<file path="src/hw/rtl/cst_pkg.sv">
`default_nettype none
package cst_pkg;

   localparam int COORD_W = 32;
   localparam int DIFF_W  = 33;
   localparam int MAG_W   = 32;
   localparam int PROD_W  = 64;
   localparam int DPROD_W = 66;
   localparam int AREA_W  = 65;
   localparam int DEN_W   = 66;
   localparam int TERM_W  = 96;
   localparam int SUM_W   = 98;
   localparam int COEF_W  = 32;
   localparam int VAL_W   = 64;
   localparam int DOF_W   = 3;
   localparam int CSR_IDX_W = 2;
   localparam int QUEUE_DEPTH = 2;

   localparam logic [CSR_IDX_W-1:0] CSR_D_NORMAL = 2'd0;
   localparam logic [CSR_IDX_W-1:0] CSR_D_CROSS  = 2'd1;
   localparam logic [CSR_IDX_W-1:0] CSR_D_SHEAR  = 2'd2;

   localparam logic [COEF_W-1:0] D_NORMAL_RESET = 32'h0001_0000;
   localparam logic [COEF_W-1:0] D_CROSS_RESET  = 32'h0000_0000;
   localparam logic [COEF_W-1:0] D_SHEAR_RESET  = 32'h0000_8000;

   localparam logic [DOF_W-1:0] LAST_DOF = 3'd5;

   localparam logic [VAL_W-1:0] VAL_MAX = 64'h7FFF_FFFF_FFFF_FFFF;
   localparam logic [VAL_W-1:0] VAL_MIN = 64'h8000_0000_0000_0000;

   typedef struct packed {
      logic [2:0][DIFF_W-1:0] b_diff;
      logic [2:0][DIFF_W-1:0] c_diff;
      logic [AREA_W-1:0]      area2;
      logic                   degen;
   } cst_tri_type;

   typedef struct packed {
      logic [COEF_W-1:0] d_normal;
      logic [COEF_W-1:0] d_cross;
      logic [COEF_W-1:0] d_shear;
   } cst_coef_type;

   function automatic logic [MAG_W-1:0] diff_mag(logic [DIFF_W-1:0] v);
      logic [DIFF_W-1:0] n;
      n = v[DIFF_W-1] ? (~v + 1'b1) : v;
      return n[MAG_W-1:0];
   endfunction

endpackage
`default_nettype wire

</file>
<file path="src/hw/rtl/cst_queue.sv">
`default_nettype none
module cst_queue import cst_pkg::*; #(
   parameter int Depth = QUEUE_DEPTH
) (
   input  wire logic        clock,
   input  wire logic        reset,
   input  wire logic        in_valid,
   output logic             in_ready,
   input  wire cst_tri_type in_data,
   output logic             out_valid,
   input  wire logic        out_pop,
   output cst_tri_type      out_data
);

   localparam int PtrW = (Depth > 1) ? $clog2(Depth) : 1;
   localparam int CntW = $clog2(Depth + 1);

   cst_tri_type mem_ff [Depth];
   logic [PtrW-1:0] wr_ptr_ff, wr_ptr_in, rd_ptr_ff, rd_ptr_in;
   logic [CntW-1:0] count_ff, count_in;
   logic push, pop;

   assign in_ready  = (count_ff != CntW'(Depth));
   assign out_valid = (count_ff != '0);
   assign push      = in_valid && in_ready;
   assign pop       = out_pop && out_valid;
   assign out_data  = mem_ff[rd_ptr_ff];

   always_comb begin
      wr_ptr_in = wr_ptr_ff;
      rd_ptr_in = rd_ptr_ff;
      count_in  = count_ff;
      if (push) begin
         wr_ptr_in = (wr_ptr_ff == PtrW'(Depth - 1)) ? '0 : wr_ptr_ff + 1'b1;
      end
      if (pop) begin
         rd_ptr_in = (rd_ptr_ff == PtrW'(Depth - 1)) ? '0 : rd_ptr_ff + 1'b1;
      end
      if (push && !pop) begin
         count_in = count_ff + 1'b1;
      end else if (pop && !push) begin
         count_in = count_ff - 1'b1;
      end
   end

   always_ff @(posedge clock) begin
      if (reset) begin
         wr_ptr_ff <= '0;
         rd_ptr_ff <= '0;
         count_ff  <= '0;
      end else begin
         wr_ptr_ff <= wr_ptr_in;
         rd_ptr_ff <= rd_ptr_in;
         count_ff  <= count_in;
      end
      if (push) begin
         mem_ff[wr_ptr_ff] <= in_data;
      end
   end

endmodule
`default_nettype wire

</file>
<file path="config.mk">
export PLATFORM = sky130hd
export DESIGN_NAME = cst_queue
export DESIGN_NICKNAME = d
export VERILOG_FILES = /design/src/hw/rtl/cst_pkg.sv /design/src/hw/rtl/cst_queue.sv
export SDC_FILE = /design/constraint.sdc
export NUM_CORES = 1
export LEC_CHECK = 0
export ABC_AREA = 1
export BUFFER_PORTS_ARGS = -buffer_cell sky130_fd_sc_hd__buf_2
export CAP_MARGIN = 20
export CORE_UTILIZATION = 45
export CTS_CLUSTER_DIAMETER = 150
export CTS_CLUSTER_SIZE = 40
export DETAILED_ROUTE_END_ITERATION = 6
export PLACE_DENSITY = 0.72
export SLEW_MARGIN = 20
export SYNTH_ARGS = -nofsm -noshare
export SYNTH_HDL_FRONTEND = slang
export SYNTH_SLANG_ARGS = --single-unit
</file>
<file path="constraint.sdc">
create_clock -name clock -period 15.2 [get_ports clock]
set_input_delay 0.76 -clock clock [delete_from_list [all_inputs] [get_ports clock]]
set_output_delay 0.76 -clock clock [all_outputs]
set_load 0.01 [all_outputs]
</file>
== Word-level counts from Yosys, hierarchy flattened ==
Memory sizes are Yosys's and may differ from the RTL's. A register that Yosys moved wholly into a read port is not among the register bits.
Index checks and enable logic that the tools add are counted.
Operators by class
  add/subtract/negate cells: 4
  multiply operators: 0
  div/mod/pow operators: 0
  $lt $le $gt $ge: 0
  equal/unequal tests: 1
  shift-type cells: 0
  mux-type cells: 8
  bitwise gates (word level): 0
  reduce and logical (&&, ||, !) cells: 8
Operators by type and width (count)
  $mux 1: 6
  $logic_and 1x1->1: 4
  $mux 2: 2
  $reduce_bool 2->1: 2
  $add 1x1->1 const B: 2
  $add 2x1->2 const B: 1
  $logic_not 1->1: 2
  $ne 2x2->1 const B: 1
  $sub 2x1->2 const B: 1
Storage, ports and cells
  bits in registers: 4
  bits in latches: 0
  bits in writable memories: 528
  ROM bits: 0
  logic and storage cells: 25
  memories: 1
Memories
  mem_ff: words 2, bits a word 264, read ports 1, clocked after memory_dff 1, wr ports 1, RTL line cst_queue.sv:18  | cst_tri_type mem_ff [Depth];

== Longest topological paths before layout ==
  depth in word-level cells: 6
  gate-level depth with buffers: 11
  mapped depth without buffers: 11

== Least setup slack after synthesis ==
No wires, ideal clock.
  path type: input port to flip-flop
  from: input in_valid
  to: memory mem_ff[0][0] (netlist bit) (enable)
  library setup time: 894 ps
  data arrival time: 11786 ps
  required time: 14306 ps
  setup slack: 2521 ps
  stages on the path: 2
  path through: nand2_1 -> nor2_1
Between the ends
  longest elaborated chain between the ends: 3
RTL lines
  start: declaration: RTL line cst_queue.sv:7  | input wire logic in_valid,
  $logic_and 1x1->1: RTL line cst_queue.sv:25  | assign push = in_valid && in_ready;
  $mux 1: RTL line cst_queue.sv:56  | if (push) begin
  $mux 1 (implied by the code): RTL line cst_queue.sv:57  | mem_ff[wr_ptr_ff] <= in_data;
  end: declaration: RTL line cst_queue.sv:18
No other way between the ends.

==> metrics.md <==
| Metric | Value |
|---|---|
| Commonest non-fill, non-tap cell in the layout | `buf_2` |
| DIE AREA | `44,100 um2` |
| Synthesized area | `19,500 um2` |
| RSZ-0062 raised after global routing | `false` |
| Layout cell share with drive strength beyond 1 | `59.4%` |
| Die X | `210 um` |
| Worst-path maximum fanout | `65` |
| PortBufs | `533` |
| GRT Resource Usage Total | `17.3%` |
| Buf/Inv on CP | `3` |
| Core area | `42,300 um2` |
| IO Pins | `534` |
| Finished Cell Area | `23,000 um2` |
| CTS tree | `built` |
| CP max-delay cell | `dfxtp_4` |
| Period utilization | `29.4%` |
| Vias in the first global route | `9,958` |
| Root buf cell | `clkbuf_16` |
| Clock Latency Late Sink | `540 ps` |
| Final WS setup | `10,730 ps` |
| Critical path's largest stage delay | `940 ps` |
| Fmax | `0.224 GHz` |
| Slew of the pin with the lowest slew margin | `1110 ps` |
| Worst setup SP type | `register` |
| Routability congestion estimate from global placement | `0.861` |
| Fin crit period | `4470 ps` |
| Crit. End Element | `output pin` |
| Final Hold Fails | `0` |
| Syn Inst Count | `858` |
| Synth warn | `0` |
| Core Util, Final | `54.5%` |
| CP Cell Sequence | `buf_4 > buf_4 > mux2_2 > buf_2` |
| Most frequent CP cell | `buf_4` |
| Syn nets | `1,127` |
| Max capacitance violation total | `0` |
| Final hold slack | `388 ps` |
| Post-DP HPWL | `28.8 mm` |
| HP Class | `in2reg` |
| DR vias/cell | `4.92` |
| Setup TNS | `0 ps` |
| Die Y | `210 um` |
| Final Power | `3.37 mW` |
| Cell family with most CP delay | `buffers and inverters` |
| Slew headroom | `25.8%` |
| Area Growth Syn to Fin | `18.5%` |
| Status | `finished clean` |
| CTS Hold Buffers Added | `0` |
| Initial antenna violation count | `10` |
| Pin count of the biggest net entering global routing | `80` |
| Crit Path Class | `reg2out` |
| Clk sinks | `533` |
| Non-Filler Instances | `1,978` |
| Leak | `8.40 nW` |
| Initial core utilization | `46.0%` |
| Most frequent cells in the layout | `533 x buf_2, 528 x edfxtp_1, 264 x mux2_2` |
| DRC | `0` |
| CTS Buf Count | `17` |
| H-tree depth | `1` |
| DRT Pass-1 Iters | `7` |
| Power density over cell area | `146 nW/um2` |
| FF+latch count, synth | `533` |
| Synth unique cells | `13` |
| Gr ovfl total | `0` |
| Detailed Route Iter0 Violations | `570` |
| Antenna-violating nets left | `0` |
| Max Root-Sink Buffers | `3` |
| Arrival @ worst endpoint | `3710 ps` |
| Critical Path RT | `14,440 ps` |
| Global-route wire length before repair | `58.0 mm` |
| Core Rows | `75` |
| Skew final | `32.9 ps` |
| Post-CTS Setup Inserts | `0` |
| Setup-failing EPs final | `0` |
| # placed instances | `1,950` |
| Final wirelength | `40.3 mm` |
| Avg Synthesized Cell Area | `22.7 um2` |
| Post-CTS Resized | `0` |
| Pre-CTS setup slack | `11,260 ps` |
| Peak supply drop | `101 uV` |
| WL/cell | `20.4 um` |
| Clock-pin slew on the worst setup and hold paths | `140 ps` |
| Total number of vias | `9,739` |
| Fin nets | `1,661` |
| Seq/Total Area, Yosys | `82.0%` |
| Placed Area | `22,600 um2` |
| Final Slew Violations | `0` |
[kinds of logic after synthesis]
group / count (synthesis) / synth area share, %
buffers and inverters: 37 / 2.13
multiplexers: 264 / 15.3
adder cells (fa/ha/maj): 1 / 0.0643
AO/OA/AOI/OAI: 4 / 0.103
flip-flops: 533 / 82.0
AND/OR/NAND/NOR: 19 / 0.392
[synthesized netlist by cell type]
cell type	number	area, um2
nand4_1	1	6.26
mux2_2	264	2970
nand2_1	9	33.8
a21oi_1	2	10.0
nor2_1	7	26.3
o21ai_0	2	10.0
clkbuf_8	23	317
ha_1	1	12.5
edfxtp_1	528	15900
inv_1	8	30.0
buf_6	6	67.6
dfxtp_1	5	100
nand3_1	2	10.0
[final cells by class]
| type | instances | area [um2] |
|---|---|---|
| clock inverter | 1 | 30.0 |
| multi-input combinational | 288 | 3100 |
| fill | 3333 | 19300 |
| antenna | 5 | 12.5 |
| sequential | 533 | 16000 |
| inverter | 8 | 30.0 |
| clock buffer | 22 | 444 |
| timing repair buffer | 544 | 2750 |
| tap | 577 | 722 |
[sequential cells by signal, summed over array words and instances, names as in the netlist, named ones only]
register / cells
mem_ff: 528
rd_ptr_ff: 1
count_ff: 2
wr_ptr_ff: 1
[worst paths after layout]
check,from,to,slack [ps],cells after the start
hold / removal,in_data[193],mem_ff[0][193],390,1
setup / recovery,register,out_data[27],10730,4
setup reg to reg,count_ff[0],mem_ff[0][49],11620,7
hold reg to reg,rd_ptr_ff,register,540,2
[worst register-to-register path, cell delays in order, from the launching register on]
cell and delay [ps]:
dfxtp_1 360, inv_1 80, nand2_1 90, nand2_1 160
nor2_4 110, buf_4 440, buf_4 880, buf_4 1020
[routing by layer]
| layer | wire (um) | global-route usage [%] | vias up |
|---|---|---|---|
| met5 | 41 | 0 | - |
| met3 | 2910 | 4.44 | 74 |
| met4 | 1230 | 5.71 | 6 |
| met1 | 15500 | 20.6 | 4862 |
| li1 | - | - | 4440 |
| met2 | 20600 | 30.6 | 357 |
[power by group]
group / total, mW / switching (mW) / internal [mW]
registers: 1.92 / 0.0658 / 1.86
logic: 0.838 / 0.467 / 0.372
clock network: 0.608 / 0.394 / 0.214
total: 3.37 / 0.927 / 2.44
Power figures use the tool's default switching activity.
